**config.mk**
```make
export PLATFORM = sky130hd
export DESIGN_NAME = convex_polygon_line_clipper
export DESIGN_NICKNAME = d
export VERILOG_FILES = /design/src/sv/cpc_pkg.sv /design/src/sv/cpc_ram.sv /design/src/sv/cpc_divider.sv /design/src/sv/convex_polygon_line_clipper.sv
export SDC_FILE = /design/constraint.sdc
export NUM_CORES = 2
export LEC_CHECK = 0
export ABC_CLOCK_PERIOD_IN_PS = 6400
export BUFFER_PORTS_ARGS = -buffer_cell sky130_fd_sc_hd__buf_4
export CAP_MARGIN = 15
export CORE_MARGIN = 10
export CORE_UTILIZATION = 50
export DETAILED_ROUTE_END_ITERATION = 8
export HOLD_SLACK_MARGIN = 0.15
export PLACE_DENSITY = 0.7
export SLEW_MARGIN = 20
export SYNTH_ARGS = -nofsm -noshare
export SYNTH_HDL_FRONTEND = slang
export SYNTH_SLANG_ARGS = --single-unit
```
**constraint.sdc**
```tcl
create_clock -name clk -period 6.4 [get_ports clk]
set_input_delay 1.28 -clock clk [delete_from_list [all_inputs] [get_ports clk]]
set_output_delay 1.28 -clock clk [all_outputs]
set_load 0.05 [all_outputs]
```
**src/sv/cpc_pkg.sv**
```systemverilog
`timescale 1ns / 1ps
package cpc_pkg;

	localparam int unsigned CoordW = 10;
	localparam int unsigned VertexW = 2 * CoordW;
	localparam int unsigned ParamW = 17;
	localparam int unsigned CountW = 5;
	localparam logic [ParamW-1:0] OneQ16 = 17'h10000;

	typedef enum logic {
		OP_LOAD = 1'b0,
		OP_CLIP = 1'b1
	} opcode_t;

	typedef enum logic [2:0] {
		ST_IDLE,
		ST_READ,
		ST_EDGE,
		ST_MUL,
		ST_DIV,
		ST_ITP,
		ST_OUT
	} state_t;

	typedef struct packed {
		logic               opcode;
		logic [3:0]         vertex_index;
		logic [CoordW-1:0]  vertex_x;
		logic [CoordW-1:0]  vertex_y;
		logic [CoordW-1:0]  line_x0;
		logic [CoordW-1:0]  line_y0;
		logic [CoordW-1:0]  line_x1;
		logic [CoordW-1:0]  line_y1;
	} request_t;

	typedef struct packed {
		logic               accepted;
		logic [CoordW-1:0]  clip_x0;
		logic [CoordW-1:0]  clip_y0;
		logic [CoordW-1:0]  clip_x1;
		logic [CoordW-1:0]  clip_y1;
		logic [ParamW-1:0]  enter_param;
		logic [ParamW-1:0]  leave_param;
	} result_t;

endpackage

```
**src/sv/cpc_ram.sv**
```systemverilog
`timescale 1ns / 1ps
module cpc_ram #(
	parameter int unsigned Width = 20,
	parameter int unsigned Depth = 16
) (
	input  logic                     clk,
	input  logic                     we,
	input  logic [$clog2(Depth)-1:0] waddr,
	input  logic [Width-1:0]         wdata,
	input  logic [$clog2(Depth)-1:0] raddr,
	output logic [Width-1:0]         rdata
);

	logic [Width-1:0] mem [Depth];

	// write port and registered read port
	always_ff @(posedge clk) begin
		if (we) begin
			mem[waddr] <= wdata;
		end
		rdata <= mem[raddr];
	end

endmodule

```
**src/sv/cpc_divider.sv**
```systemverilog
`timescale 1ns / 1ps
// Restoring divider: one quotient bit per cycle, quotient = (a << 16) / b.
module cpc_divider (
	input  logic        clk,
	input  logic        arst_n,
	input  logic        start,
	input  logic [21:0] dividend,
	input  logic [21:0] divisor,
	output logic        done,
	output logic [38:0] quotient
);

	localparam int unsigned Steps = 39;

	logic [38:0] num_q;
	logic [22:0] rem_q;
	logic [21:0] div_q;
	logic [5:0]  cnt_q;
	logic        run_q;
	logic [22:0] trial;
	logic [23:0] diff;

	assign trial = {rem_q[21:0], num_q[38]};
	assign diff = {1'b0, trial} - {2'b00, div_q};
	assign quotient = num_q;

	// shift in one bit per step, subtract where it fits
	always_ff @(posedge clk or negedge arst_n) begin
		if (!arst_n) begin
			run_q <= 1'b0;
			done <= 1'b0;
			cnt_q <= '0;
		end else begin
			done <= 1'b0;
			if (start) begin
				run_q <= 1'b1;
				cnt_q <= '0;
			end else if (run_q) begin
				cnt_q <= cnt_q + 6'd1;
				if (cnt_q == 6'(Steps - 1)) begin
					run_q <= 1'b0;
					done <= 1'b1;
				end
			end
		end
	end

	always_ff @(posedge clk) begin
		if (start) begin
			num_q <= {dividend, 17'd0} >> 1;
			rem_q <= '0;
			div_q <= divisor;
		end else if (run_q) begin
			if (!diff[23]) begin
				rem_q <= diff[22:0];
				num_q <= {num_q[37:0], 1'b1};
			end else begin
				rem_q <= trial;
				num_q <= {num_q[37:0], 1'b0};
			end
		end
	end

endmodule

```
**src/sv/convex_polygon_line_clipper.sv**
```systemverilog
`timescale 1ns / 1ps
// Convex polygon line clipper (Cyrus-Beck).
// Input: raise start with a request while busy is low; the request is taken on
// that edge. A load request (opcode 0) writes one clockwise window vertex into
// the vertex memory and gives no result. A clip request
// (opcode 1) walks the edges 0..n-1 of the window, n being vertex_count clamped
// to 3..MAX_VERTICES, and then raises done for one cycle with the result.
// Per edge: an operand state (ST_EDGE), a multiply state (ST_MUL) and a
// decision state (ST_DIV); an edge that needs a crossing holds the decision
// state while the shared bit-serial divider runs. A memory read state starts
// the walk; interpolating the four clipped coordinates and the done state end
// it. Busy stays high for the whole clip.
// The receiver cannot stall: the result is valid only in the done cycle.
// Configuration: cfg_valid/cfg_ready write vertex_count; ready while idle.
// Reset clears the control state and sets vertex_count to 3; the vertex
// memory is undefined until written.
module convex_polygon_line_clipper #(
	parameter int unsigned MAX_VERTICES = 16
) (
	input  logic                clk,
	input  logic                arst_n,
	input  logic                start,
	input  cpc_pkg::request_t   request,
	output logic                busy,
	output logic                done,
	output cpc_pkg::result_t    result,
	input  logic                cfg_valid,
	output logic                cfg_ready,
	input  logic [cpc_pkg::CountW-1:0] cfg_data
);

	localparam int unsigned IdxW = $clog2(MAX_VERTICES);
	localparam int unsigned CW = cpc_pkg::CoordW;

	cpc_pkg::state_t state_q, state_d;

	logic [cpc_pkg::CountW-1:0] count_q;
	logic [IdxW:0]  n_eff;
	logic [IdxW:0]  edge_q;
	logic           first_q;
	logic [cpc_pkg::VertexW-1:0] vi_q;
	logic [cpc_pkg::VertexW-1:0] rdata;
	logic           we;
	logic [IdxW-1:0] raddr;
	logic signed [CW:0] x0_q, y0_q, dx_q, dy_q;
	logic signed [CW+1:0] ex_s2, ey_s2, rx_s2, ry_s2;
	logic signed [22:0] p1_q, p2_q, p3_q, p4_q;
	logic signed [23:0] num, den;
	logic [16:0] te_q, tl_q;
	logic        rej_q;
	logic        need_div;
	logic        div_start, div_done;
	logic [38:0] quo;
	logic [21:0] div_a, div_b;
	logic [21:0] abs_num, abs_den;
	logic        last_edge;
	logic [1:0]  itp_q;
	logic signed [28:0] itp_mul;
	logic signed [28:0] itp_val;
	logic [CW-1:0] cx0_q, cy0_q, cx1_q, cy1_q;
	logic [16:0] itp_t;
	logic signed [CW:0] itp_c, itp_d;

	// clamp vertex count
	always_comb begin
		if (count_q < 5'd3) begin
			n_eff = (IdxW+1)'(3);
		end else if (32'(count_q) > MAX_VERTICES) begin
			n_eff = (IdxW+1)'(MAX_VERTICES);
		end else begin
			n_eff = (IdxW+1)'(count_q);
		end
	end

	assign cfg_ready = (state_q == cpc_pkg::ST_IDLE);
	assign busy = (state_q != cpc_pkg::ST_IDLE);
	assign we = start && !busy && (request.opcode == cpc_pkg::OP_LOAD)
		&& (32'(request.vertex_index) < MAX_VERTICES);
	assign last_edge = (edge_q + 1'b1 == n_eff);

	// read the far vertex of the current edge; from the multiply on, fetch the
	// far vertex of the next edge (vertex 0 closes the window)
	always_comb begin
		if (state_q == cpc_pkg::ST_IDLE) begin
			raddr = '0;
		end else if (state_q == cpc_pkg::ST_MUL || state_q == cpc_pkg::ST_DIV) begin
			if (edge_q + 2'd2 == n_eff) begin
				raddr = '0;
			end else begin
				raddr = edge_q[IdxW-1:0] + 2'd2;
			end
		end else if (last_edge) begin
			raddr = '0;
		end else begin
			raddr = edge_q[IdxW-1:0] + 1'b1;
		end
	end

	cpc_ram #(.Width(cpc_pkg::VertexW), .Depth(MAX_VERTICES)) u_ram (
		.clk   (clk),
		.we    (we),
		.waddr (IdxW'(request.vertex_index)),
		.wdata ({request.vertex_y, request.vertex_x}),
		.raddr (raddr),
		.rdata (rdata)
	);

	// edge vectors and offsets from the start point
	always_ff @(posedge clk) begin
		if (state_q == cpc_pkg::ST_EDGE) begin
			ex_s2 <= $signed({2'b0, rdata[CW-1:0]}) - $signed({2'b0, vi_q[CW-1:0]});
			ey_s2 <= $signed({2'b0, rdata[2*CW-1:CW]}) - $signed({2'b0, vi_q[2*CW-1:CW]});
			rx_s2 <= $signed({2'b0, vi_q[CW-1:0]}) - 12'(x0_q);
			ry_s2 <= $signed({2'b0, vi_q[2*CW-1:CW]}) - 12'(y0_q);
		end
	end

	// products
	always_ff @(posedge clk) begin
		if (state_q == cpc_pkg::ST_MUL) begin
			p1_q <= 23'(ey_s2 * rx_s2);
			p2_q <= 23'(ex_s2 * ry_s2);
			p3_q <= 23'(ey_s2 * dx_q);
			p4_q <= 23'(ex_s2 * dy_q);
		end
	end

	assign num = 24'(p1_q) - 24'(p2_q);
	assign den = 24'(p3_q) - 24'(p4_q);
	assign abs_num = num[23] ? 22'(-num) : 22'(num);
	assign abs_den = den[23] ? 22'(-den) : 22'(den);
	assign div_a = abs_num;
	assign div_b = abs_den;
	// divide only where a crossing can move t_enter or t_leave
	assign need_div = (den != 0) && (den[23] == num[23]);
	assign div_start = (state_q == cpc_pkg::ST_DIV) && first_q && need_div;

	cpc_divider u_div (
		.clk      (clk),
		.arst_n   (arst_n),
		.start    (div_start),
		.dividend (div_a),
		.divisor  (div_b),
		.done     (div_done),
		.quotient (quo)
	);

	// next state
	always_comb begin
		state_d = state_q;
		unique case (state_q)
			cpc_pkg::ST_IDLE: begin
				if (start && request.opcode == cpc_pkg::OP_CLIP) begin
					state_d = cpc_pkg::ST_READ;
				end
			end
			cpc_pkg::ST_READ: state_d = cpc_pkg::ST_EDGE;
			cpc_pkg::ST_EDGE: state_d = cpc_pkg::ST_MUL;
			cpc_pkg::ST_MUL: state_d = cpc_pkg::ST_DIV;
			cpc_pkg::ST_DIV: begin
				if (den == 0 || (!den[23] && num[23]) || (den[23] && !num[23])
					|| div_done) begin
					state_d = last_edge ? cpc_pkg::ST_ITP : cpc_pkg::ST_EDGE;
				end
			end
			cpc_pkg::ST_ITP: begin
				if (itp_q == 2'd3) begin
					state_d = cpc_pkg::ST_OUT;
				end
			end
			cpc_pkg::ST_OUT: state_d = cpc_pkg::ST_IDLE;
			default: state_d = cpc_pkg::ST_IDLE;
		endcase
	end

	always_ff @(posedge clk or negedge arst_n) begin
		if (!arst_n) begin
			state_q <= cpc_pkg::ST_IDLE;
			count_q <= 5'd3;
		end else begin
			state_q <= state_d;
			if (cfg_valid && cfg_ready) begin
				count_q <= cfg_data;
			end
		end
	end

	// datapath registers of the edge walk
	always_ff @(posedge clk) begin
		unique case (state_q)
			cpc_pkg::ST_IDLE: begin
				edge_q <= '0;
				te_q <= '0;
				tl_q <= cpc_pkg::OneQ16;
				rej_q <= 1'b0;
				itp_q <= '0;
				if (request.line_x0 > request.line_x1) begin
					x0_q <= $signed({1'b0, request.line_x1});
					y0_q <= $signed({1'b0, request.line_y1});
					dx_q <= $signed({1'b0, request.line_x0}) - $signed({1'b0, request.line_x1});
					dy_q <= $signed({1'b0, request.line_y0}) - $signed({1'b0, request.line_y1});
				end else begin
					x0_q <= $signed({1'b0, request.line_x0});
					y0_q <= $signed({1'b0, request.line_y0});
					dx_q <= $signed({1'b0, request.line_x1}) - $signed({1'b0, request.line_x0});
					dy_q <= $signed({1'b0, request.line_y1}) - $signed({1'b0, request.line_y0});
				end
			end
			cpc_pkg::ST_READ: begin
				vi_q <= rdata;
			end
			cpc_pkg::ST_EDGE: begin
				first_q <= 1'b1;
				// far vertex becomes the near vertex of the next edge
				vi_q <= rdata;
			end
			cpc_pkg::ST_MUL: ;
			cpc_pkg::ST_DIV: begin
				first_q <= 1'b0;
				if (den == 0) begin
					if (num[23]) rej_q <= 1'b1;
				end else if (den[23]) begin
					if (!num[23] && num != 0) ;
					// hold crossings beyond the Q1.16 range at all ones so they still reject
					else if (div_done && quo > 39'(te_q)) te_q <= (|quo[38:17]) ? '1 : quo[16:0];
				end else if (num[23]) begin
					rej_q <= 1'b1;
				end else if (div_done && quo < 39'(tl_q)) begin
					tl_q <= quo[16:0];
				end
				if (state_d != cpc_pkg::ST_DIV) begin
					edge_q <= edge_q + 1'b1;
				end
			end
			cpc_pkg::ST_ITP: begin
				itp_q <= itp_q + 2'd1;
				unique case (itp_q)
					2'd0: cx0_q <= itp_val[16+CW-1:16];
					2'd1: cy0_q <= itp_val[16+CW-1:16];
					2'd2: cx1_q <= itp_val[16+CW-1:16];
					default: cy1_q <= itp_val[16+CW-1:16];
				endcase
			end
			default: ;
		endcase
	end

	// one multiply per interpolated coordinate
	always_comb begin
		itp_t = itp_q[1] ? tl_q : te_q;
		itp_c = itp_q[0] ? y0_q : x0_q;
		itp_d = itp_q[0] ? dy_q : dx_q;
		itp_mul = 29'(itp_d * $signed({1'b0, itp_t}));
		itp_val = {itp_c, 16'd0} + itp_mul;
		if (itp_val[28]) itp_val = '0;
	end

	// result strobe
	always_comb begin
		done = (state_q == cpc_pkg::ST_OUT);
		result = '0;
		if (done && !rej_q && te_q <= tl_q) begin
			result.accepted = 1'b1;
			result.clip_x0 = cx0_q;
			result.clip_y0 = cy0_q;
			result.clip_x1 = cx1_q;
			result.clip_y1 = cy1_q;
			result.enter_param = te_q;
			result.leave_param = tl_q;
		end
	end

endmodule
```
==> results.json <==
{
  "status": "complete, no violations",
  "synth_cell_types": 84,
  "clk_pin_slew_worst_paths_ns": 0.06,
  "grt_util_all_layers": 0.226,
  "finalCritPeriodShare": 0.994,
  "clockBufferDepth": 3,
  "drt_pass1_iterations": 5,
  "finClkSkew_ns": 0.0647,
  "drt_iter0_drc": 3145,
  "yosysWarnings": 0,
  "grtUsageMet1": 0.294,
  "min_period_ns": 6.36,
  "areaGrowthSynthToFinish_pct": 13.1,
  "use_met2": 0.375,
  "gr-usage-met3": 0.0342,
  "worst_pin_slew_ns": 1.07,
  "post-place-ws_ns": -0.376,
  "fin_ws_ns": 0.0396,
  "slowest_stage": "fa_1",
  "fin_nets": 7352,
  "rsz0062_at_grt": "true",
  "avgSynthCellArea_um2": 10.4,
  "final_common_cell": "inv_1",
  "grt_max_degree": 81,
  "row_count": 127,
  "synth_edf_count": 643,
  "wl_per_cell_um": 19.5,
  "critPathMaxFanout": 9,
  "die-area_um2": 136000,
  "cts_buffers": 80,
  "antenna_found_initial": 5,
  "die_width_um": 369,
  "rrSetupSlack_ns": 0.04,
  "seqCellArea_um2": 20900,
  "core_area_um2": 120000,
  "muxShareOfSynthArea": 0.0255,
  "dpl.hpwl_um": 118000,
  "clock_sinks": 718,
  "grt_pass1_wl_um": 243000,
  "crit_type": "reg -> reg",
  "via_per_inst": 5.38,
  "crit_buf_inv": 9,
  "synth_xor_area_frac": 0.0331,
  "layout_common_cells": "1020 x inv_1, 643 x edfxtp_1, 615 x fa_1",
  "layout-drive-gt1-share": 0.119,
  "synth_top_family_by_area": "adder cells",
  "dp.cells": 7646,
  "initial_core_util": 0.505,
  "slew_headroom": 0.286,
  "final.setup.tns_ns": 0,
  "top_usage_layer": "met2",
  "drv_cap": 0,
  "finalMaxSlewViolations": 0,
  "nFillCells": 10337,
  "layout.cells.non_filler": 7851,
  "synthArstFlopShare": 0.0223,
  "synth-simple-area-share": 0.130,
  "synth.net_count": 7048,
  "synth_compound_area_frac": 0.0856,
  "die_y_um": 369,
  "synth_seq_cells": 718,
  "critPathLaunchType": "flop",
  "clock-root-buffer": "clkbuf_16",
  "first_global_vias": 43692,
  "synth_fa_ha_area_frac": 0.305,
  "final-hold-violation-count": 0,
  "max_freq_mhz": 157,
  "yosys_most_used_dff": "edfxtp_1",
  "io_buffers": 151,
  "min_path_type": "reg -> reg",
  "route.detailed.drc": 0,
  "synthesis.instances": 5868,
  "ys_seq_area_frac": 0.343,
  "io_pins": 152,
  "routed_wl_um": 153000,
  "htreeDepth": 3,
  "cp_top_family": "adder cells",
  "worstSkewPairLatency_ns": 0.72,
  "gp_congestion": 0.981,
  "cts-hold-fix-buffers": 0,
  "via_count": 42254,
  "cp_data_required_time_ns": 6.87,
  "drtAntennaViolNets": 0,
  "end_kind": "flop",
  "syn-cell-area_um2": 60900,
  "multi_input_area_um2": 35900,
  "finalSetupViolations": 0,
  "cp_data_arrival_time_ns": 6.83,
  "grt_overflow": 0,
  "cts_tree": "yes",
  "slowest_delay_ns": 0.53
}
[final timing paths]
path	startpoint	to	cells after the start
worst max-delay path	itp_q[0]$_SDFFCE_PN0P_	cx1_q[4]$_DFFE_PP_	26
worst min-delay path	u_ram.rdata[0]$_DFF_P_	vi_q[0]$_DFFE_PP_	0
worst max register to register	itp_q[0]$_SDFFCE_PN0P_	cx1_q[4]$_DFFE_PP_	26
worst min register to register	u_ram.rdata[0]$_DFF_P_	vi_q[0]$_DFFE_PP_	0
max in group asynchronous	arst_n	count_q[0]$_DFFE_PN1P_	1
min in group asynchronous	arst_n	state_q[0]$_DFF_PN0_	1
[state kept, by name, indices dropped and copies added (netlist names), 17 cells and up]
register	cells
p1_q	23
u_div.quotient	39
u_ram.rdata	20
u_div.div_q	22
u_div.rem_q	22
p2_q	23
te_q	17
vi_q	20
u_ram.mem	320
p3_q	22
tl_q	17
p4_q	22
[metal layers]
layer	part of all wire	vias to the layer above
met1	0.42	20956
li1	-	19857
met2	0.48	1174
met4	0.042	2
met3	0.058	265
met5	0.000085	-
[timing repair]
action                                  in CTS  in global routing
buffers inserted                            12                 43
endpoints found under the hold margin        0                  0
pin swaps                                   19                 59
resized for setup                           49                 93
endpoints found under the setup margin      40                 49
gates cloned                                 3                  0
[worst register-to-register path: cells and delay by family, from the launching register on]
family,cells,cell delay [ns]
xor+xnor,1,0.15
simple gates,2,0.27
flops,1,0.44
compound gates,7,1.35
buf+inv,9,0.99
mux,1,0.21
fa+ha+maj,6,2.71
[cells in the mapped netlist, types with 6 or more instances]
cell / number / area (um2)
inv_1: 1033 / 3880
edfxtp_1: 643 / 19300
fa_1: 630 / 12600
nand2_1: 628 / 2360
ha_1: 476 / 5960
and2_1: 366 / 2290
nor2_1: 300 / 1130
clkbuf_1: 201 / 754
a21oi_1: 150 / 751
xnor2_1: 150 / 1310
o21ai_0: 141 / 706
mux2i_1: 129 / 1290
a21o_1: 96 / 721
xor2_1: 78 / 683
nand2b_1: 75 / 469
a32oi_1: 61 / 534
nor3_1: 61 / 305
dfxtp_1: 59 / 1180
and3_1: 48 / 300
nand3_1: 45 / 225
nor2b_1: 45 / 282
a211oi_1: 42 / 315
o21a_1: 39 / 293
a31oi_1: 31 / 194
a21boi_0: 26 / 195
mux2_2: 23 / 259
o31ai_1: 23 / 173
or2_2: 22 / 138
o2111a_1: 20 / 225
or3_1: 19 / 119
dfrtp_1: 14 / 350
nand4_1: 13 / 81.3
a2111oi_0: 12 / 105
o211ai_1: 12 / 90.1
buf_2: 11 / 55.1
o21bai_1: 11 / 82.6
o21ai_1: 10 / 50.1
nor4_1: 9 / 56.3
o2111ai_1: 9 / 78.8
a31o_2: 7 / 61.3
o22ai_1: 6 / 37.5
[cell families after synthesis]
logic type / count (synthesis)
compound gates: 761
xor+xnor: 229
fa+ha+maj: 1106
buf+inv: 1249
flops: 718
mux: 152
simple gates: 1653
[layout make-up]
class | instances | area share
antenna | 2 | 0.0000727
timing repair buffer | 437 | 0.0506
multi-input combinational | 3901 | 0.521
tap | 1612 | 0.0293
clock inverter | 46 | 0.00798
clock buffer | 101 | 0.0310
sequential | 718 | 0.303
inverter | 1034 | 0.0564
[per-stage QoR]
stage	util	hold slack, ns	instance area, um2
final	0.572	0.395	68900
after global routing	0.572	0.410	68900
after CTS	0.567	0.395	68300
after detailed placement	0.542	0.417	65300
after global placement	0.542	0.417	65300
after floorplan	-	0.408	61000
Power is left out: the tool's default activity adds up to more than one toggle a clock period on the data nets, which glitch-free logic cannot reach.
